===== src/rtl/core/fmrc_pkg.sv =====
`default_nettype none
// ----------------------------------------------------------------------------
// fmrc_pkg: shared types and constants of the first-match rule classifier
// Operation, status and sequencer codes, the stored rule record and the
// result record.
// ----------------------------------------------------------------------------
package fmrc_pkg;

    localparam int RULE_SLOTS_DEF = 16;

    // Output field width of the reported slot index
    localparam int MATCH_SLOT_W = 4;

    typedef enum logic [1:0] {
        OP_EVAL   = 2'd0,
        OP_APPEND = 2'd1,
        OP_CLEAR  = 2'd2,
        OP_READY  = 2'd3
    } op_t;

    typedef enum logic [1:0] {
        STAT_OK        = 2'd0,
        STAT_NOT_READY = 2'd1,
        STAT_FULL      = 2'd2
    } status_t;

    typedef enum logic [1:0] {
        S_IDLE,
        S_SCAN,
        S_EMIT
    } fsm_t;

    localparam logic [1:0] ACT_DONT_MEASURE = 2'd2;

    // Condition mask bit positions
    localparam int C_EVENT   = 0;
    localparam int C_UUID    = 1;
    localparam int C_SYSCALL = 2;
    localparam int C_TARGET  = 3;
    localparam int C_COMMAND = 4;

    // Packed so that the last field sits in the lowest bits, as on tdata
    typedef struct packed {
        logic [31:0] command_number;
        logic [31:0] syscall_number;
        logic [63:0] target_lo;
        logic [63:0] target_hi;
        logic [63:0] uuid_lo;
        logic [63:0] uuid_hi;
        logic [2:0]  evt_code;
        logic [4:0]  cond_mask;
        logic [1:0]  rule_action;
    } rule_t;

    localparam int RULE_W = $bits(rule_t);

    typedef struct packed {
        logic [MATCH_SLOT_W-1:0] match_slot;
        logic                    matched;
        logic [1:0]              verdict;
        status_t                 status;
    } result_t;

endpackage : fmrc_pkg
`default_nettype wire


===== src/rtl/core/fmrc_match_unit.sv =====
`default_nettype none
// ----------------------------------------------------------------------------
// fmrc_match_unit: shared masked rule comparator
// Checks one stored rule against the held event; every enabled condition
// must agree.
// ----------------------------------------------------------------------------
module fmrc_match_unit (
    input  wire fmrc_pkg::rule_t rule,
    input  wire fmrc_pkg::rule_t evt,
    output logic                 hit
);

    logic ev_ok, uuid_ok, sys_ok, tgt_ok, cmd_ok;

    always_comb
    begin
        ev_ok   = !rule.cond_mask[fmrc_pkg::C_EVENT] || (rule.evt_code == evt.evt_code);
        uuid_ok = !rule.cond_mask[fmrc_pkg::C_UUID] ||
                  ((rule.uuid_hi == evt.uuid_hi) && (rule.uuid_lo == evt.uuid_lo));
        sys_ok  = !rule.cond_mask[fmrc_pkg::C_SYSCALL] ||
                  (rule.syscall_number == evt.syscall_number);
        tgt_ok  = !rule.cond_mask[fmrc_pkg::C_TARGET] ||
                  ((rule.target_hi == evt.target_hi) && (rule.target_lo == evt.target_lo));
        // command id travels in the event's syscall field
        cmd_ok  = !rule.cond_mask[fmrc_pkg::C_COMMAND] ||
                  (rule.command_number == evt.syscall_number);
        hit     = ev_ok && uuid_ok && sys_ok && tgt_ok && cmd_ok;
    end

endmodule : fmrc_match_unit
`default_nettype wire


===== config.mk =====
export PLATFORM = sky130hd
export DESIGN_NAME = fmrc_match_unit
export DESIGN_NICKNAME = d
export VERILOG_FILES = /design/src/rtl/core/fmrc_pkg.sv /design/src/rtl/core/fmrc_match_unit.sv
export SDC_FILE = /design/constraint.sdc
export NUM_CORES = 1
export LEC_CHECK = 0
export BUFFER_PORTS_ARGS = -buffer_cell sky130_fd_sc_hd__buf_2
export CAP_MARGIN = 10
export CORE_AREA = 2 2 254 256
export DETAILED_ROUTE_END_ITERATION = 7
export DIE_AREA = 0 0 256 258
export PLACE_DENSITY = 0.35
export SLEW_MARGIN = 20
export SYNTH_ARGS = -nofsm -noshare
export SYNTH_HDL_FRONTEND = slang
export SYNTH_SLANG_ARGS = --single-unit
export TNS_END_PERCENT = 20

===== constraint.sdc =====
create_clock -name vclk -period 1.3
set_input_delay 0.13 -clock vclk [all_inputs]
set_output_delay 0.13 -clock vclk [all_outputs]
set_load 0.1 [all_outputs]

Word level (Yosys, flattened, before mapping)
Cells that the tools add are included.
Widths: inputs -> output; s select.
- bits in registers: 0
- bits of input ports: 660
- output and inout port bits: 1
- word-level logic and storage cells: 23
- eq/ne operators: 7
- reduce and logical (&&, ||, !) cells: 16
- operators with widths (cell ; count):
    $eq 64x64->1 ; 4
    $eq 32x32->1 ; 2
    $logic_and 1x1->1 ; 6
    $logic_not 1->1 ; 5
    $logic_or 1x1->1 ; 5
    $eq 3x3->1 ; 1

Depth between registers and ports, before layout
Gate-level depths: netlist of run 1.
- depth in word-level cells: 7
- depth in mapped cells: 6
- gate-level depth less buffers: 6

Worst setup path before layout of run 1
No wires, ideal clock.
- path kind: input -> output
- start point: input evt[251] (netlist name)
- end point: output hit
- data arrival time: 1903 ps
- required time: 1170 ps
- slack: -733 ps
- cell stages on the path: 5
- path buffers: 0
- path through: xor2_1 -> nor4_1 -> nand2_4 -> o41ai_2 -> and3_1
- cells in the longest elaborated chain, start to end: 5
- ends and longest elaborated chain (what ; RTL line ; source):
    start: declaration ; fmrc_match_unit.sv:9 ; input wire fmrc_pkg::rule_t evt,
    $eq 64x64->1 ; fmrc_match_unit.sv:23 ; ((rule.target_hi == evt.target_hi) && (rule.target_lo == evt.target_lo));
    $logic_and 1x1->1 ; fmrc_match_unit.sv:23 ;
    $logic_or 1x1->1 ; fmrc_match_unit.sv:22 ; tgt_ok = !rule.cond_mask[fmrc_pkg::C_TARGET] ||
    $logic_and 1x1->1 (2 in a row) ; fmrc_match_unit.sv:27 ; hit = ev_ok && uuid_ok && sys_ok && tgt_ok && cmd_ok;
    end: declaration ; fmrc_match_unit.sv:10 ; output logic hit
No other way between the ends.

Worst setup path in the final report of run 1
- start point: input rule[262] (netlist name)
- end point: output hit
- cells in the longest elaborated chain, start to end: 5
- ends and longest elaborated chain (what ; RTL line ; source):
    start: declaration ; fmrc_match_unit.sv:8 ; input wire fmrc_pkg::rule_t rule,
    $eq 64x64->1 ; fmrc_match_unit.sv:23 ;
    $logic_and 1x1->1 ; fmrc_match_unit.sv:23 ;
    $logic_or 1x1->1 ; fmrc_match_unit.sv:22 ;
    $logic_and 1x1->1 (2 in a row) ; fmrc_match_unit.sv:27 ;
No other way between the ends.

==> results.tsv, run 1 <==
stage	metric	value	unit
critical_path	critical path peak fanout	1	
die	Initial Util	5.60	%
sta	Max-slew headroom	26.8	%
die	num rows	93	
drt	DR DRC count	0	
min_path	HP Start	rule[3]	
global_route	gr usage total	7.58	%
power_and_ir_drop	total power	2.46	mW
drt	via count	5737	
placement	pre-CTS WS	-1.56	ns
critical_path	data arrival time of the critical path	2.26	ns
outcome	failing checks	setup timing	
final_layout	CLK BUF	0	
logic_synthesis	Mapped Avg Cell Area	8.10	sq um
placement	dpl cells	1951	
final_layout	area grow syn2layout	130	%
clocking	postcts setup bufs	0	
critical_path	Required @ worst endpoint	1.17	ns
final_layout	final core occ	12.9	%
placement	port bufs	620	
drt	Antenna Violating Nets Remaining	0	
min_path	hold worst-path end	hit	
logic_synthesis	Yosys cell types	18	
logic_synthesis	Synth top cells by count	xnor2_1, nand4_1, nor4_1	
drt	Via density	2.94	
logic_synthesis	Synth Area in Compound Gates	2.28	%
global_route	initial antenna violation count	6	
power_and_ir_drop	P_leak	3.54	nW
critical_path	critical path class	primary input to output pin	
run	max_cap viols	0	
sta	RSZ-0062 raised after global routing	yes	
die	die area	66000	sq um
power_and_ir_drop	maximum VDD drop	113	uV
min_path	Hold Crit Class	primary input to output pin	
drt	WL/cell	13.9	microns
final_layout	Multi-input gate area	3670	sq um
sta	Worst Hold Slack	0.716	ns
final_layout	Finished Layout Cells	1952	
final_layout	fillers	7409	
logic_synthesis	syn_nets	1100	
logic_synthesis	area leader, netlist	xnor2_1	
power_and_ir_drop	Power per Cell Area	300	nW/um^2
sta	Slew Viols, Final	0	
placement	HPWL Detailed	26300	microns
die	I/O pin total	661	
sta	period utilization	184	%
logic_synthesis	Post-Syn Area	3560	sq um
global_route	first-pass GRT wire length	37500	microns
sta	final number of hold-violating endpoints	0	
final_layout	Design Area, Final	8210	sq um
logic_synthesis	Synth Area in Simple Gates	19.2	%
sta	# setup viols final	1	
final_layout	share of layout cells above drive strength 1	61.6	%
sta	setup_tns	-1.09	ns
die	Die Y	258	microns
critical_path	Critical Path Source Type	primary input	
final_layout	Seq cells	0	
global_route	largest net degree at the start of global routing	3	
drt	initial DRC count	97	
sta	crit path time final	2.39	ns
logic_synthesis	Synth area leaders	xnor2_1, nand4_1, xor2_1, nor4_1, nor4_2	
drt	first drt pass iteration count	5	
clocking	Post-CTS Hold Buffers	0	
critical_path	CP Capture Type	output pin	
die	area of the core	63600	sq um
global_route	GR Overflow Total	0	
sta	post-route setup slack	-1.09	ns
sta	fmax	418	MHz
die	Die Width	256	microns
drt	DRT Wirelength	27200	microns
placement	final estimated routing congestion in global placement	1.02	
logic_synthesis	Synth Area in XOR/XNOR	77.9	%
placement	Cell Area, Placed	8040	sq um
outcome	status	finished with violations	
min_path	worst hold path depth	4	
logic_synthesis	Synth Instances	440	
logic_synthesis	sequential area share after synthesis	0	%
logic_synthesis	Post-Synth Adder-Cell Area	0	%
logic_synthesis	count leader, synth	xnor2_1	
final_layout	register area	0	sq um
global_route	number of global-route vias before repair	6445	
sta	Tightest Pin Transition	1.09	ns
final_layout	Layout Nets	1758	
logic_synthesis	main combinational cell family by area after synthesis	XOR/XNOR gates	
logic_synthesis	yosys warns	0	
logic_synthesis	multiplexer share of the synthesized area	0	%
logic_synthesis	Synth top area share	73.7	%
## placed cells by master, fill, tap and decap left out
master	synthesis	routed
o22ai_1	2	2
buf_12	0	1
nand2_4	1	1
a221o_1	1	1
nor4_4	0	2
and3_4	0	1
buf_6	0	10
buf_2	0	610
nand2_1	3	3
o21ai_0	1	1
a22o_1	1	1
buf_4	0	35
a22o_2	1	1
nor4_2	2	4
diode_2	0	1
nor4_1	22	18
o41ai_4	0	1
xnor2_2	0	9
nand4_1	78	78
o221ai_1	1	1
xnor2_1	300	291
inv_1	6	6
nand3_1	1	1
xor2_1	17	17
a222oi_1	1	1
## cell families after synthesis
logic type / Yosys count
buffers and inverters: 6
xor gates and xnor gates: 317
and+or+nand+nor: 108
AOI/OAI and AO/OA: 9
## metal layers
| layer | part of all wire, % | routed length [microns] | GRT usage (%) |
|---|---|---|---|
| met1 | 36 | 9700 | 7.77 |
| met2 | 53 | 14400 | 15.3 |
| met3 | 8.1 | 2200 | 1.53 |
| met4 | 3.3 | 886 | 2.14 |
| met5 | 0 | 0 | 0 |
## timing repair
action                     in CTS  in global routing
pin swaps                      18                  1
gates cloned                    0                  0
gates resized for setup        22                  2
hold endpoints to repair        0                  0
setup endpoints to repair       1                  1
## layout make-up
type	count	area share, %
Antenna cell	1	0.0305
Timing Repair Buffer	656	42.0
Multi-Input combinational cell	434	44.7
Tap cell	855	13.0
Inverter	6	0.274
## power breakdown
| part | switching, mW | internal [mW] |
|---|---|---|
| sequential | 0 | 0 |
| combinational | 1.02 | 1.45 |
| clock | 0 | 0.000000103 |
| total | 1.02 | 1.45 |
## worst max path at each step
stage	cells after the start	slack [ns]	startpoint	end
after floorplan	6	-0.31	evt[143]	hit
after global placement	10	-1.66	evt[231]	hit
after detailed placement	10	-1.56	evt[219]	hit
after CTS	10	-1.13	rule[262]	hit
after global routing	10	-1.19	rule[229]	hit
final	10	-1.09	rule[262]	hit
## worst max-delay path, stage by stage
cell,delay (ns)
buf_6,0.10
xnor2_2,0.14
nand4_1,0.16
nor4_4,0.45
nand4_1,0.21
buf_4,0.19
o41ai_4,0.36
buf_6,0.16
and3_4,0.19
buf_12,0.17
(Power assumes the default switching activity.)
==> inputs of run 2 (changes only) <==
PLACE_DENSITY = 0.37   (was 0.35)
==> run 2 against run 1 <==
Against the previous run:
- the run still ends with setup timing left
- routed wire length up 6.6%
- maximum frequency increased by 4.7%
- power shrank 0.39%
- via count grew 0.77%
- first-iteration DRC count up 29%
- global-route usage grew 0.44 points
- clock-buffer cell count did not move
- cell count increased by 0.41%
- critical path type unchanged
- largest cell class unchanged
- highest routed layer is now met5
==> results.tsv, run 2 (synthesis gave the netlist of run 1 again) <==
stage	metric	value	unit	change
outcome	status	finished with violations		
outcome	failing checks	setup timing		
global_route	GR Overflow Total	0		unchanged
min_path	hold worst-path end	hit		
die	die area	66000	sq um	unchanged
placement	port bufs	620		unchanged
sta	period utilization	176	%	-8.2 points
min_path	HP Start	rule[3]		
power_and_ir_drop	Internal	1.44	mW	-0.69%
final_layout	register area	0	sq um	unchanged
final_layout	area grow syn2layout	130	%	
power_and_ir_drop	sw power	1.02	mW	about the same
drt	first drt pass iteration count	4		-1
sta	final number of hold-violating endpoints	0		unchanged
global_route	first-pass GRT wire length	38800	microns	+3.7%
min_path	Hold Crit Class	primary input to output pin		
sta	Max-slew headroom	68.4	%	+42 points
clocking	Post-CTS Hold Buffers	0		unchanged
sta	# setup viols final	1		unchanged
clocking	postcts setup bufs	0		unchanged
sta	Slew Viols, Final	0		unchanged
sta	crit path time final	2.29	ns	-0.107 ns
drt	DRT Wirelength	29000	microns	+6.6%
sta	RSZ-0062 raised after global routing	yes		
power_and_ir_drop	logic gate share of total power	100.0	%	about the same
critical_path	crit path launch	evt[264]		
drt	Antenna Violating Nets Remaining	0		unchanged
drt	via count	5781		+0.77%
final_layout	fillers	7463		+0.73%
power_and_ir_drop	P_leak	3.50	nW	-1.2%
final_layout	share of layout cells above drive strength 1	61.5	%	-0.12 points
power_and_ir_drop	Sw Share	41.4	%	+0.18 points
placement	pre-CTS WS	-1.30	ns	+0.257 ns
run	max_cap viols	0		unchanged
drt	initial DRC count	125		+29%
placement	HPWL Detailed	28100	microns	+6.7%
power_and_ir_drop	maximum VDD drop	112	uV	-1.2%
drt	Via density	2.95		+0.36%
min_path	worst hold path depth	4		unchanged
critical_path	critical path peak fanout	1		unchanged
drt	DR DRC count	0		unchanged
critical_path	critical path class	primary input to output pin		
critical_path	CP Capture Type	output pin		
global_route	number of global-route vias before repair	6329		-1.8%
die	Initial Util	5.60	%	unchanged
global_route	largest net degree at the start of global routing	3		unchanged
die	Die Width	256	microns	unchanged
drt	WL/cell	14.8	microns	+6.2%
die	I/O pin total	661		unchanged
critical_path	Critical Path Source Type	primary input		
power_and_ir_drop	Sequential Power Share	0	%	unchanged
die	num rows	93		unchanged
die	area of the core	63600	sq um	unchanged
global_route	initial antenna violation count	6		unchanged
sta	fmax	437	MHz	+4.7%
die	Die Y	258	microns	unchanged
final_layout	CLK BUF	0		unchanged
final_layout	final core occ	12.9	%	-0.043 points
placement	final estimated routing congestion in global placement	1.02		+0.16%
final_layout	most frequent cells in the layout	buf_2, xnor2_1, nand4_1		
critical_path	data arrival time of the critical path	2.16	ns	-0.10 ns
sta	post-route setup slack	-0.986	ns	+0.107 ns
critical_path	Required @ worst endpoint	1.17	ns	about the same
power_and_ir_drop	clock network power share	0	%	unchanged
power_and_ir_drop	Power per Cell Area	300	nW/um^2	about the same
sta	Tightest Pin Transition	0.470	ns	-0.624 ns
sta	setup_tns	-0.986	ns	+0.107 ns
final_layout	most common cell after layout, fill and taps aside	buf_2		
global_route	gr usage total	8.01	%	+0.44 points
final_layout	Layout Nets	1765		+0.40%
final_layout	Seq cells	0		unchanged
run 2: final cells by class:
class | count | area (sq um) | share of cell area, %
Antenna cell | 2 | 5.00 | 0.0612
Inverter | 6 | 22.5 | 0.275
Multi-Input combinational cell | 434 | 3610 | 44.1
Tap cell | 855 | 1070 | 13.1
Timing Repair Buffer | 663 | 3480 | 42.5
run 2: timing repair:
action,4_1_cts,5_1_grt
endpoints found under the setup margin,1,1
pin swaps,5,7
resized for setup,6,7
run 2: how the worst max path moves through the flow:
stage	to	slack, ns	cells after the start
after CTS	hit	-1.15	10
final	hit	-0.99	10
after floorplan	hit	-0.31	6
after global placement	hit	-1.23	10
after global routing	hit	-1.24	10
after detailed placement	hit	-1.30	10
run 2: routing by layer:
layer  global-route usage [%]  wire [microns]
met5                        0              23
met4                     3.23            1330
met3                     2.16            2710
met2                     15.5           14800
met1                     8.11           10100
run 2: critical path, stage by stage:
cell and delay [ns]:
buf_2 0.12, xnor2_2 0.13, nand4_1 0.23, nor4_2 0.32, buf_4 0.16, nand4_1 0.15, o41ai_2 0.36, buf_4 0.19
and3_4 0.19, buf_12 0.17
run 2: stage by stage:
step	instance area (sq um)	hold slack [ns]	instances	total power, mW
2_1_floorplan	3580	0.563	440	0.959
3_3_place_gp	8090	0.739	1958	2.46
3_5_place_dp	8090	0.733	1958	2.46
4_1_cts	8130	0.733	1958	2.49
5_1_grt	8180	0.747	1960	2.67
6_report	8180	0.729	1960	2.45
run 2: power groups by stage:
stage                     Sequential [mW]  Combinational, mW   Clock (mW)
final                                   0               2.45  0.000000206
after global routing                    0               2.67  0.000000206
after CTS                               0               2.49            0
after detailed placement                0               2.46            0
after global placement                  0               2.46            0
after floorplan                         0              0.959            0
